===== config.mk =====
export PLATFORM = sky130hd
export DESIGN_NAME = one_shot_timer_table_top
export DESIGN_NICKNAME = d
export VERILOG_FILES = /design/src/rtl/ott_pkg.sv /design/src/rtl/ott_front.sv /design/src/rtl/ott_engine.sv /design/src/rtl/ott_emit.sv /design/src/rtl/one_shot_timer_table_top.sv
export VERILOG_INCLUDE_DIRS = /design/src /design/src/rtl
export SDC_FILE = /design/constraint.sdc
export NUM_CORES = 2
export LEC_CHECK = 0
export BUFFER_PORTS_ARGS = -buffer_cell sky130_fd_sc_hd__buf_2
export CORE_UTILIZATION = 55
export CTS_CLUSTER_DIAMETER = 150
export DETAILED_ROUTE_END_ITERATION = 10
export PLACE_DENSITY = 0.76
export SLEW_MARGIN = 30
export SYNTH_ARGS = -nofsm -noshare
export SYNTH_HDL_FRONTEND = slang
export SYNTH_SLANG_ARGS = --single-unit

===== constraint.sdc =====
create_clock -name clk -period 22.7 [get_ports clk]
set_clock_uncertainty 0.15 [all_clocks]
set_input_delay 3.405 -clock clk [delete_from_list [all_inputs] [get_ports clk]]
set_output_delay 3.405 -clock clk [all_outputs]
set_load 0.02 [all_outputs]

===== src/rtl/one_shot_timer_table_top_assert.svh =====
// Assertion macros shared by the timer table modules.
// Needs clk and arst_n in the scope of each use.
`ifndef ONE_SHOT_TIMER_TABLE_TOP_ASSERT_SVH
`define ONE_SHOT_TIMER_TABLE_TOP_ASSERT_SVH

// same-cycle implication
`define OTT_ASSERT_NOW(lbl, ante, cons, msg) \
	lbl: assert property (@(posedge clk) disable iff (!arst_n) (ante) |-> (cons)) \
		else $error(msg);

// next-cycle implication
`define OTT_ASSERT_NEXT(lbl, ante, cons, msg) \
	lbl: assert property (@(posedge clk) disable iff (!arst_n) (ante) |=> (cons)) \
		else $error(msg);

`endif


===== src/rtl/ott_pkg.sv =====
// Types and constants of the one-shot timer table.
// No dependencies.
package ott_pkg;

	localparam int IDX_W = 6;
	localparam int CNT_W = 7;

	localparam logic [3:0] OP_ADD_ASYNC = 4'd0;
	localparam logic [3:0] OP_ADD_SYNC  = 4'd1;
	localparam logic [3:0] OP_ADD_PER   = 4'd2;
	localparam logic [3:0] OP_KILL      = 4'd3;
	localparam logic [3:0] OP_TICK      = 4'd4;
	localparam logic [3:0] OP_PAUSE     = 4'd5;
	localparam logic [3:0] OP_RESUME    = 4'd6;
	localparam logic [3:0] OP_RELOAD    = 4'd7;
	localparam logic [3:0] OP_CLEAR     = 4'd8;

	localparam logic [1:0] ST_OK       = 2'd0;
	localparam logic [1:0] ST_FULL     = 2'd1;
	localparam logic [1:0] ST_NOTFOUND = 2'd2;

	localparam logic [7:0] PAUSE_MAX = 8'hFF;

	typedef struct packed {
		logic [3:0]  opcode;
		logic [15:0] frame_count;
		logic [15:0] timer_tag;
	} in_item_t;

	typedef struct packed {
		logic        is_fire;
		logic [15:0] fired_tag;
		logic        fired_queue;
		logic [1:0]  status_code;
		logic [5:0]  active_count;
		logic        last;
	} out_item_t;

	typedef enum logic [2:0] {
		OK_ADD, OK_KILL, OK_TICK, OK_PAUSE, OK_RESUME, OK_RELOAD, OK_CLEAR, OK_NOP
	} op_kind_t;

	typedef struct packed {
		op_kind_t    kind;
		logic        queue;
		logic [15:0] reload;
		logic [15:0] frames;
		logic [15:0] tag;
	} cmd_t;

	typedef struct packed {
		logic [15:0] tag;
		logic [15:0] frames;
		logic [7:0]  pause;
		logic        queue;
		logic [15:0] reload;
	} entry_t;

	typedef struct packed {
		logic             we;
		logic [IDX_W-1:0] idx;
		logic [15:0]      tag;
		logic             queue;
	} fire_wr_t;

	typedef struct packed {
		logic             vld;
		logic [1:0]       status;
		logic [CNT_W-1:0] count;
		logic [CNT_W-1:0] nfire;
	} done_t;

	typedef enum logic [0:0] {ES_IDLE, ES_WALK} eng_state_t;

	typedef enum logic [1:0] {EM_IDLE, EM_FETCH, EM_SHOW} em_state_t;

endpackage


===== src/rtl/ott_front.sv =====
// Front end: two-entry command queue that decodes opcodes on entry.
// Depends on ott_pkg.
module ott_front (
	input  logic             clk,
	input  logic             arst_n,
	input  logic             push,
	output logic             full,
	input  ott_pkg::in_item_t item,
	output logic             cmd_valid,
	output ott_pkg::cmd_t    cmd,
	input  logic             cmd_pop
);
	import ott_pkg::*;

	cmd_t       slot_q [2];
	logic       wp_q;
	logic       rp_q;
	logic [1:0] cnt_q;
	cmd_t       dec;
	logic       do_push;
	logic       do_pop;

	always_comb begin
		dec.queue  = 1'b0;
		dec.reload = '0;
		dec.frames = item.frame_count;
		dec.tag    = item.timer_tag;
		case (item.opcode)
			OP_ADD_ASYNC: dec.kind = OK_ADD;
			OP_ADD_SYNC: begin
				dec.kind  = OK_ADD;
				dec.queue = 1'b1;
			end
			OP_ADD_PER: begin
				dec.kind   = OK_ADD;
				dec.queue  = 1'b1;
				dec.reload = item.frame_count;
			end
			OP_KILL:   dec.kind = OK_KILL;
			OP_TICK:   dec.kind = OK_TICK;
			OP_PAUSE:  dec.kind = OK_PAUSE;
			OP_RESUME: dec.kind = OK_RESUME;
			OP_RELOAD: dec.kind = OK_RELOAD;
			OP_CLEAR:  dec.kind = OK_CLEAR;
			default:   dec.kind = OK_NOP;
		endcase
	end

	assign full      = (cnt_q == 2'd2);
	assign cmd_valid = (cnt_q != 2'd0);
	assign cmd       = slot_q[rp_q];
	assign do_push   = push && !full;
	assign do_pop    = cmd_pop && cmd_valid;

	always_ff @(posedge clk) begin
		if (do_push) begin
			slot_q[wp_q] <= dec;
		end
	end

	always_ff @(posedge clk or negedge arst_n) begin
		if (!arst_n) begin
			wp_q  <= 1'b0;
			rp_q  <= 1'b0;
			cnt_q <= 2'd0;
		end else begin
			if (do_push) begin
				wp_q <= ~wp_q;
			end
			if (do_pop) begin
				rp_q <= ~rp_q;
			end
			cnt_q <= cnt_q + {1'b0, do_push} - {1'b0, do_pop};
		end
	end

endmodule


===== src/rtl/ott_engine.sv =====
// Back end: timer table memory and the walk that updates and compacts it.
// Depends on ott_pkg and the assertion macro header.
`include "one_shot_timer_table_top_assert.svh"
module ott_engine #(
	parameter int MAX_TIMERS = 32
) (
	input  logic             clk,
	input  logic             arst_n,
	input  logic             cmd_valid,
	input  ott_pkg::cmd_t    cmd,
	output logic             cmd_pop,
	input  logic             emit_busy,
	output ott_pkg::fire_wr_t fire_wr,
	output ott_pkg::done_t   done
);
	import ott_pkg::*;

	localparam int IW = (MAX_TIMERS > 1) ? $clog2(MAX_TIMERS) : 1;
	localparam int CW = $clog2(MAX_TIMERS + 1);
	localparam logic [CW-1:0] MAXC = CW'(MAX_TIMERS);

	entry_t     tbl [MAX_TIMERS];
	entry_t     rdat_s1;
	logic       rv_s1;
	eng_state_t state_q, state_d;
	cmd_t       cmd_q;
	logic [CW-1:0] live_q, rd_q, wr_q, fcnt_q;
	logic       found_q;

	logic          start, is_walk, rd_issue, drop, fire, last_proc, found_d;
	entry_t        upd;
	logic [CW-1:0] wr_d, fcnt_d;
	logic          we;
	logic [IW-1:0] wa;
	entry_t        wd;

	assign start   = (state_q == ES_IDLE) && cmd_valid && !emit_busy;
	assign cmd_pop = start;
	assign is_walk = (cmd.kind == OK_KILL) || (cmd.kind == OK_TICK) ||
		(cmd.kind == OK_PAUSE) || (cmd.kind == OK_RESUME) || (cmd.kind == OK_RELOAD);
	assign rd_issue  = (state_q == ES_WALK) && (rd_q < live_q);
	assign last_proc = rv_s1 && (rd_q == live_q);

	always_comb begin
		upd     = rdat_s1;
		drop    = 1'b0;
		fire    = 1'b0;
		found_d = found_q;
		case (cmd_q.kind)
			OK_KILL: begin
				if (!found_q && (rdat_s1.tag == cmd_q.tag)) begin
					drop    = 1'b1;
					found_d = 1'b1;
				end
			end
			OK_TICK: begin
				if (rdat_s1.pause == 8'd0) begin
					if (rdat_s1.frames <= 16'd1) begin
						drop = 1'b1;
						fire = 1'b1;
					end else begin
						upd.frames = rdat_s1.frames - 16'd1;
					end
				end
			end
			OK_PAUSE: begin
				if (rdat_s1.pause != PAUSE_MAX) begin
					upd.pause = rdat_s1.pause + 8'd1;
				end
			end
			OK_RESUME: begin
				if (rdat_s1.pause != 8'd0) begin
					upd.pause = rdat_s1.pause - 8'd1;
				end
			end
			OK_RELOAD: begin
				if (rdat_s1.reload != 16'd0) begin
					upd.frames = rdat_s1.reload;
				end
			end
			default: ;
		endcase
		if (!rv_s1) begin
			drop    = 1'b0;
			fire    = 1'b0;
			found_d = found_q;
		end
	end

	assign wr_d   = wr_q + {{(CW-1){1'b0}}, rv_s1 && !drop};
	assign fcnt_d = fcnt_q + {{(CW-1){1'b0}}, fire};

	always_comb begin
		we = 1'b0;
		wa = wr_q[IW-1:0];
		wd = upd;
		if (state_q == ES_IDLE) begin
			we        = start && (cmd.kind == OK_ADD) && (live_q < MAXC);
			wa        = live_q[IW-1:0];
			wd.tag    = cmd.tag;
			wd.frames = cmd.frames;
			wd.pause  = 8'd0;
			wd.queue  = cmd.queue;
			wd.reload = cmd.reload;
		end else begin
			we = rv_s1 && !drop;
		end
	end

	always_comb begin
		fire_wr.we    = fire;
		fire_wr.idx   = IDX_W'(fcnt_q);
		fire_wr.tag   = rdat_s1.tag;
		fire_wr.queue = rdat_s1.queue;
	end

	always_comb begin
		done.vld    = 1'b0;
		done.status = ST_OK;
		done.count  = CNT_W'(live_q);
		done.nfire  = '0;
		if (state_q == ES_IDLE) begin
			done.vld = start && !(is_walk && (live_q != '0));
			case (cmd.kind)
				OK_ADD: begin
					if (live_q < MAXC) begin
						done.count = CNT_W'(live_q) + CNT_W'(1);
					end else begin
						done.status = ST_FULL;
					end
				end
				OK_KILL:  done.status = ST_NOTFOUND;
				OK_CLEAR: done.count  = '0;
				default: ;
			endcase
		end else begin
			done.vld   = last_proc;
			done.count = CNT_W'(wr_d);
			done.nfire = CNT_W'(fcnt_d);
			if ((cmd_q.kind == OK_KILL) && !found_d) begin
				done.status = ST_NOTFOUND;
			end
		end
	end

	always_comb begin
		state_d = state_q;
		case (state_q)
			ES_IDLE: begin
				if (start && is_walk && (live_q != '0)) begin
					state_d = ES_WALK;
				end
			end
			ES_WALK: begin
				if (last_proc) begin
					state_d = ES_IDLE;
				end
			end
			default: state_d = ES_IDLE;
		endcase
	end

	always_ff @(posedge clk) begin
		if (we) begin
			tbl[wa] <= wd;
		end
		rdat_s1 <= tbl[rd_q[IW-1:0]];
		if (start) begin
			cmd_q <= cmd;
		end
	end

	always_ff @(posedge clk or negedge arst_n) begin
		if (!arst_n) begin
			state_q <= ES_IDLE;
			live_q  <= '0;
			rd_q    <= '0;
			wr_q    <= '0;
			fcnt_q  <= '0;
			found_q <= 1'b0;
			rv_s1   <= 1'b0;
		end else begin
			state_q <= state_d;
			rv_s1   <= rd_issue;
			if (state_q == ES_IDLE) begin
				rd_q    <= '0;
				wr_q    <= '0;
				fcnt_q  <= '0;
				found_q <= 1'b0;
				if (done.vld) begin
					live_q <= CW'(done.count);
				end
			end else begin
				if (rd_issue) begin
					rd_q <= rd_q + CW'(1);
				end
				wr_q    <= wr_d;
				fcnt_q  <= fcnt_d;
				found_q <= found_d;
				if (last_proc) begin
					live_q <= wr_d;
				end
			end
		end
	end

	`OTT_ASSERT_NOW(a_live_bound, 1'b1, live_q <= MAXC, "live count above table size")
	`OTT_ASSERT_NOW(a_wr_behind_rd, state_q == ES_WALK, wr_q <= rd_q, "write index passed read")
	`OTT_ASSERT_NEXT(a_walk_ends, (state_q == ES_WALK) && last_proc, state_q == ES_IDLE,
		"walk did not end")

endmodule


===== src/rtl/ott_emit.sv =====
// Result side: fire record buffer and the sequencer that presents results.
// Depends on ott_pkg and the assertion macro header.
`include "one_shot_timer_table_top_assert.svh"
module ott_emit #(
	parameter int MAX_TIMERS = 32
) (
	input  logic              clk,
	input  logic              arst_n,
	input  ott_pkg::fire_wr_t fire_wr,
	input  ott_pkg::done_t    done,
	output logic              busy,
	output logic              empty,
	input  logic              pop,
	output ott_pkg::out_item_t result
);
	import ott_pkg::*;

	localparam int IW = (MAX_TIMERS > 1) ? $clog2(MAX_TIMERS) : 1;

	typedef struct packed {
		logic [15:0] tag;
		logic        queue;
	} fire_rec_t;

	fire_rec_t        fbuf [MAX_TIMERS];
	fire_rec_t        frd_q;
	em_state_t        state_q, state_d;
	logic [CNT_W-1:0] p_q, nf_q, cnt_q;
	logic [1:0]       st_q;
	logic             has_fire;

	assign has_fire = (p_q < nf_q);
	assign busy     = (state_q != EM_IDLE);

	always_comb begin
		state_d = state_q;
		case (state_q)
			EM_IDLE: begin
				if (done.vld) begin
					state_d = EM_FETCH;
				end
			end
			EM_FETCH: state_d = EM_SHOW;
			EM_SHOW: begin
				if (pop) begin
					state_d = has_fire ? EM_FETCH : EM_IDLE;
				end
			end
			default: state_d = EM_IDLE;
		endcase
	end

	always_comb begin
		empty               = (state_q != EM_SHOW);
		result.is_fire      = has_fire;
		result.fired_tag    = has_fire ? frd_q.tag : 16'd0;
		result.fired_queue  = has_fire ? frd_q.queue : 1'b0;
		result.status_code  = has_fire ? ST_OK : st_q;
		result.active_count = cnt_q[5:0];
		result.last         = !has_fire;
	end

	always_ff @(posedge clk) begin
		if (fire_wr.we) begin
			fbuf[fire_wr.idx[IW-1:0]] <= '{tag: fire_wr.tag, queue: fire_wr.queue};
		end
		frd_q <= fbuf[p_q[IW-1:0]];
		if (done.vld) begin
			nf_q  <= done.nfire;
			cnt_q <= done.count;
			st_q  <= done.status;
		end
	end

	always_ff @(posedge clk or negedge arst_n) begin
		if (!arst_n) begin
			state_q <= EM_IDLE;
			p_q     <= '0;
		end else begin
			state_q <= state_d;
			if (state_q == EM_IDLE) begin
				p_q <= '0;
			end else if ((state_q == EM_SHOW) && pop && has_fire) begin
				p_q <= p_q + CNT_W'(1);
			end
		end
	end

	`OTT_ASSERT_NOW(a_done_when_idle, done.vld, state_q == EM_IDLE, "done while results pending")
	`OTT_ASSERT_NOW(a_last_is_status, !empty && result.last, !result.is_fire,
		"last beat carries a fire")
	`OTT_ASSERT_NEXT(a_fetch_shows, state_q == EM_FETCH, state_q == EM_SHOW,
		"fetch not followed by show")

endmodule


===== src/rtl/one_shot_timer_table_top.sv =====
// Channel   | Handshake       | Payload
// item      | push / full     | in_item_t: opcode, frame_count, timer_tag
// result    | pop / empty     | out_item_t: fire events, then one status beat
//
// Add, clear and unknown ops finish in the engine's idle state; kill, tick, pause,
// resume and reload walk the table one entry per cycle (no walk if the table is empty).
// Each result beat passes through the output sequencer's fetch state (buffer read), then its show state.
// The engine starts the next op only after all beats of the previous op are popped;
// a two-entry command queue keeps accepting items meanwhile.
// Reset: live count zero, queues empty; table contents need no clearing.
// Depends on ott_pkg, ott_front, ott_engine and ott_emit.
module one_shot_timer_table_top #(
	parameter int MAX_TIMERS = 32
) (
	input  logic               clk,
	input  logic               arst_n,
	input  logic               push,
	output logic               full,
	input  ott_pkg::in_item_t  item,
	output logic               empty,
	input  logic               pop,
	output ott_pkg::out_item_t result
);
	import ott_pkg::*;

	logic     cmd_valid;
	logic     cmd_pop;
	cmd_t     cmd;
	logic     emit_busy;
	fire_wr_t fire_wr;
	done_t    done;

	ott_front u_front (
		.clk       (clk),
		.arst_n    (arst_n),
		.push      (push),
		.full      (full),
		.item      (item),
		.cmd_valid (cmd_valid),
		.cmd       (cmd),
		.cmd_pop   (cmd_pop)
	);

	ott_engine #(.MAX_TIMERS(MAX_TIMERS)) u_engine (
		.clk       (clk),
		.arst_n    (arst_n),
		.cmd_valid (cmd_valid),
		.cmd       (cmd),
		.cmd_pop   (cmd_pop),
		.emit_busy (emit_busy),
		.fire_wr   (fire_wr),
		.done      (done)
	);

	ott_emit #(.MAX_TIMERS(MAX_TIMERS)) u_emit (
		.clk     (clk),
		.arst_n  (arst_n),
		.fire_wr (fire_wr),
		.done    (done),
		.busy    (emit_busy),
		.empty   (empty),
		.pop     (pop),
		.result  (result)
	);

endmodule


# After elaboration in Yosys (flattened, before gate mapping)

Memory sizes are Yosys's and may differ from the RTL's. A register that Yosys moved wholly into a read port is not among the register bits.
Cells that the tools add are included.

Register bits after elaboration: 74
Output and inout port bits: 29
Bits of input ports: 40
Bits in writable memories: 2,472
Memories kept: 3

Memory list:

| memory         | words | width | read ports | clocked after Yosys merged registers in | wr ports | line             | RTL |
|---|---|---|---|---|---|---|---|
| u_engine.tbl   | 32    | 57    | 1          | 1                                       | 1        | ott_engine.sv:22 | `entry_t tbl [MAX_TIMERS];` |
| u_emit.fbuf    | 32    | 17    | 1          | 1                                       | 1        | ott_emit.sv:25   | `fire_rec_t fbuf [MAX_TIMERS];` |
| u_front.slot_q | 2     | 52    | 1          | 0                                       | 1        | ott_front.sv:15  | `cmd_t slot_q [2];` |

Reduce and logical (&&, ||, !) cells: 43
Muxes and demuxes: 55
$add $sub $neg: 10
Equality and inequality tests: 30
Bitwise gates (word level): 3
Order comparisons: 4

Operator list:

| kind                  | count |
|---|---|
| $mux 16               | 5 |
| $mux 57               | 1 |
| $mux 6                | 7 |
| $pmux 16 s2           | 1 |
| $mux 1                | 23 |
| $mux 7                | 3 |
| $pmux 3 s7            | 1 |
| $logic_and 1x1->1     | 17 |
| $eq 16x16->1          | 1 |
| $eq 4x3->1 const B    | 4 |
| $le 16x1->1 const B   | 1 |
| $mux 8                | 2 |
| $pmux 8 s2            | 1 |
| $reduce_bool 16->1    | 1 |
| $sub 16x1->16 const B | 1 |
| $eq 3x3->1 const B    | 5 |
| $pmux 7 s2            | 1 |
| $add 6x1->6           | 2 |
| $eq 3x2->1 const B    | 4 |
| $mux 10               | 1 |
| $ne 2x2->1 const B    | 5 |
| $add 8x1->8 const B   | 1 |
| $eq 4x2->1 const B    | 2 |
| $logic_not 8->1       | 1 |
| other kinds (33)      | 54 |

# Longest topological paths before layout

An unclocked memory read counts as a cell.

Depth after elaboration: 12
Depth in mapped cells: 13

# Modules after synthesis

From an unflattened synthesis, not the netlist that was laid out.

Cells, all modules: 4,627
Area total of the unflattened synthesis: 101,766.4 µm²

Modules (own cells, without submodules):

| module     | instances | cells an instance | sequential area each (µm²) | area each (µm²) |
|---|---|---|---|---|
| ott_engine | 1         | 3,259             | 57,159.8                   | 74,778.0 |
| ott_emit   | 1         | 1,162             | 17,351.6                   | 22,849.4 |
| ott_front  | 1         | 206               | 3,223.1                    | 4,139.0 |

# Worst setup path before layout

Ideal clock, no wire load.

Kind: register to register
Start: register u_emit.state_q[0]
End: memory u_engine.tbl[8][0] (netlist name) (enable)
Clock period less this slack: 8,530 ps
Buffers on the path: 3
Setup slack: 14,170 ps
Cell stages (with the launch flop): 9
Library setup time: 613 ps
Arrival time: 7,767 ps
Path through: dfrtp_1 buf_2 or2_1 clkbuf_1 nor3_4 nor3b_4 and3b_1 buf_2 nor4_1

Cells in the longest elaborated chain, start to end: 8

RTL lines:

| what                            | line                           | RTL |
|---|---|---|
| start, declared                 | ott_emit.sv:27                 | `em_state_t state_q, state_d;` |
| start signal, assigned          | ott_emit.sv:80                 | `state_q <= state_d;` |
| $reduce_bool 2->1               | ott_emit.sv:33                 | `assign busy = (state_q != EM_IDLE);` |
| $logic_not 1->1                 | ott_engine.sv:37               | `assign start = (state_q == ES_IDLE) && cmd_valid && !emit_busy;` |
| $logic_and 1x1->1               | ott_engine.sv:37               |  |
| net cmd_pop                     | one_shot_timer_table_top.sv:27 | `logic cmd_pop;` |
| $logic_and 1x1->1 (2 in series) | ott_engine.sv:98               | `we = start && (cmd.kind == OK_ADD) && (live_q < MAXC);` |
| $mux 1                          | ott_engine.sv:97               | `if (state_q == ES_IDLE) begin` |
| $mux 1                          | ott_engine.sv:164              | `if (we) begin` |
| $mux 1 (not written as such)    | ott_engine.sv:165              | `tbl[wa] <= wd;` |
| end, declared                   | ott_engine.sv:22               |  |

The timed path passes the listed nets, and every way through them passes these cells.

==> impl_results.md <==
- MaxCap Viol Count: 0
- Post-synth top area cell: edfxtp_1
- Synth cell count leaders: edfxtp_1, mux4_2, clkbuf_1, nor2_1, mux2_2
- Initial core utilization: 0.5560
- RSZ-0062 raised after global routing: false
- CTS resizes: 0
- Synth unique cells: 82
- Setup_tns: 0 ns
- DR vias: 48830
- Sw Share: 0.2956
- Max IR drop VDD: between 0.09 and 0.1 mV
- Die ar.: between 150000 and 200000 sq um
- Async SR Flop Fraction: 0.01527
- Antenna violations before repair: 6
- Actual slew at the worst max-slew pin: 1.078 ns
- Mapped Cells: 4431
- GRT overflow: 0
- Cell row count: approximately 160
- Sw Pwr: around 4.4 mW
- # DRC: 0
- Pint: around 11 mW
- Port Buffer Count: 68
- Syn avg cell area: 22.78 sq um
- Area Overhead vs Synth: 12.56%
- Nets: 4759
- Post-DR wirelength/cell: 33.71 microns
- Largest net degree at the start of global routing: between 150 and 200
- Vias in the first global route: between 50000 and 60000
- GP Congestion: 0.8331
- Most numerous cell in the Yosys netlist: edfxtp_1
- Final count of hold timing violations: 0
- Critical path class: register to output port
- Final wirelength: 245500 microns
- Placement Setup Slack: between 15 and 20 ns
- Final ANT Viol Nets: 0
- Max H-tree Level: 4
- Sequential share of power: 0.462
- Multi-input gate area in the final layout: ~23000 sq um
- Crit-path cells: ha_1 > a21o_1 > a21oi_1 > o21ai_1 > clkinv_1 > and2_1 > buf_2
- DRT iter0 DRCs: 6613
- Clock transition at path regs: 0.06 ns
- Gr usage total: 0.2670
- # hold bufs at CTS: 0
- Util after Layout: 0.6258
- DP HPWL: 125000 microns
- Die Wd: between 400 and 500 microns
- Final worst-path cycle share: 0.3187
- Max_slew headroom: 0.2815
- PD cells: 131.5 nW/um^2
- Crit-path max cell delay: 0.75 ns
- Ys flop type: edfxtp_1
- Clk root buf: clkbuf_16
- Top area cells in the synthesized netlist: edfxtp_1, mux4_2, dfxtp_1
- Core Region: around 180000 sq um
- Pwr Total: 14.94 mW
- Post-CTS setup buffers: 0
- Ratio of cells with drive above 1 in the final layout: 0.3116
- Final setup vio count: 0
- Fmax: 0.1382 GHz
- Post-synthesis net count: 4496
- Outcome: finished, final reports clean
- Gate power share: 0.257
- Worst hold path class: register to register
- Post-Syn Area: 100900 sq um
- Sequential-to-total area share from yosys stat: 0.7699
- Clock power share: 0.282
- Buf/Inv on CP: 2
- Clk buf depth: 3
- Crit path max fanout: 46
- Setup WS post-layout: 15.46 ns
- Die height: 430.4 microns
- Crit path required time: 19.15 ns
- Clock sink count: between 2000 and 3000
- Slew Viols, Final: 0
- Setup crit start kind: register
- CP top delay family: buffers and inverters
- Tmin final: 7.235 ns
- Area share of the leading cell type in the synthesized netlist: 0.7453
- Pre-antenna DRT Iters: 6
- #FFs+latches synth: 2619
- Number of flops mapped to enable cells by yosys: 2505
- CP Capture Type: output port
- Worst hold slack: 0.3529 ns
- Inserted Clock Buffers: approximately 240
- Slowest-stage cell, CP: dfrtp_4
- Fill count: around 12000
- Critical path data arrival time: 3.68 ns
- FF+latch area: 77740 sq um
- I/O pin cnt: 69
- Vias per cell: 6.703
- Clock Latency Late Sink: 0.92 ns
- First-pass GRT wire length: 352100 microns
- Leak pwr: 35.52 nW
- CTS tree: yes
- YS warnings: 0
[per-layer routing]
| layer | wire length [microns] | vias to the layer above | global-route usage |
|---|---|---|---|
| met5 | 0 | - | 0 |
| met4 | 10930 | 0 | 0.1128 |
| met3 | 23700 | 521 | 0.04756 |
| met2 | 122900 | 3177 | 0.4395 |
| met1 | 88000 | 25870 | 0.3554 |
| li1 | - | 19260 | - |
[final cells by class]
class,count,share of cell area
clock buffer,313,0.05712
sequential,2619,0.6843
tap,2370,0.02610
timing repair buffer,249,0.01628
antenna,5,0.0001101
inverter,30,0.0009912
multi-input combinational,1555,0.1986
clock inverter,144,0.01647
[path summary, 6_finish.rpt]
check | start | end | slack, ns | depth (start not counted)
setup / recovery | u_emit.p_q[1] | result[22] | 15.46 | 7
hold / removal | u_engine.found_q | u_engine.found_q | 0.35 | 1
setup reg to reg | u_emit.state_q[0] | u_engine.tbl[6][49] | 18.08 | 9
hold reg to reg | u_engine.found_q | u_engine.found_q | 0.35 | 1
max in group asynchronous | arst_n | u_front.rp_q | 19.43 | 2
min in group asynchronous | arst_n | u_emit.p_q[1] | 2.45 | 2
[registers in the layout, summed over array words and instances (netlist names), 2 cells and up]
register / flops
u_engine.rdat_s1: 40
u_front.slot_q: 104
u_emit.frd_q: 17
u_engine.rd_q: 6
u_engine.live_q: 6
u_emit.fbuf: 544
u_emit.p_q: 7
u_emit.state_q: 2
u_emit.cnt_q: 6
u_emit.nf_q: 6
u_emit.st_q: 2
u_engine.fcnt_q: 6
u_engine.fire_wr: 17
u_engine.wr_q: 6
u_engine.tbl: 1824
u_front.cnt_q: 2
u_engine.cmd_q: 19
[power by group through the flow]
stage | Combinational [mW] | Sequential [mW] | Clock (mW)
after floorplan | 2.60 | 6.88 | 0
after global placement | 3.63 | 6.95 | 0
after detailed placement | 3.75 | 6.98 | 0
after CTS | 3.80 | 6.89 | 4.25
after global routing | 4.03 | 6.93 | 4.43
final | 3.83 | 6.90 | 4.21
[worst reg2reg max path: cells and delay by family (launching register included)]
kind                   cells  cell delay (ns)
flip-flops                 1             0.48
buffers and inverters      3             1.65
AO/OA/AOI/OAI              2             0.60
AND/OR/NAND/NOR            4             1.26
[cell families (layout without fill, tap and decap cells)]
logic type               after synthesis  count (layout)  synth area share
buffers and inverters                257             736           0.01097
other                                  0               5                 0
adder cells (fa/ha/maj)               25              25          0.003099
XOR/XNOR                              45              45          0.003905
AO/OA/AOI/OAI                        178             178           0.01241
flip-flops                          2619            2619            0.7699
multiplexers                         879             879            0.1780
AND/OR/NAND/NOR                      428             428           0.02168
[through the flow]
| step | area [sq um] | std cells |
|---|---|---|
| 2_1_floorplan | 100900 | 4431 |
| 3_3_place_gp | 104900 | 6818 |
| 3_5_place_dp | 105100 | 6820 |
| 4_1_cts | 113400 | 7277 |
| 5_1_grt | 113600 | 7285 |
| 6_report | 113600 | 7285 |
[layout by cell type, fill, tap and decap left out, types with 10 or more instances in the layout]
cell / synthesis / routed
edfxtp_1: 2505 / 2505
mux4_2: 723 / 723
clkbuf_16: 0 / 239
buf_4: 3 / 158
nor2_1: 113 / 112
mux2_2: 96 / 96
nand2_1: 94 / 94
dfxtp_1: 74 / 71
buf_2: 63 / 69
mux2i_1: 60 / 60
clkbuf_1: 126 / 51
and2_1: 47 / 47
clkinv_1: 1 / 41
clkinv_2: 0 / 36
nand3_1: 33 / 33
bufinv_16: 0 / 32
dfrtp_1: 40 / 30
inv_1: 28 / 28
a21oi_1: 28 / 28
xnor2_1: 27 / 27
ha_1: 25 / 25
nor3_2: 0 / 24
clkbuf_8: 3 / 23
a221oi_1: 21 / 20
nor3_1: 44 / 19
xor2_1: 18 / 18
o21ai_0: 35 / 18
buf_6: 3 / 16
a211oi_1: 15 / 15
nor2b_1: 14 / 14
nor4_1: 22 / 13
clkinvlp_4: 0 / 13
nand4_1: 12 / 12
clkinv_16: 0 / 12
o21ai_1: 1 / 10
Power figures use the tool's default switching activity.
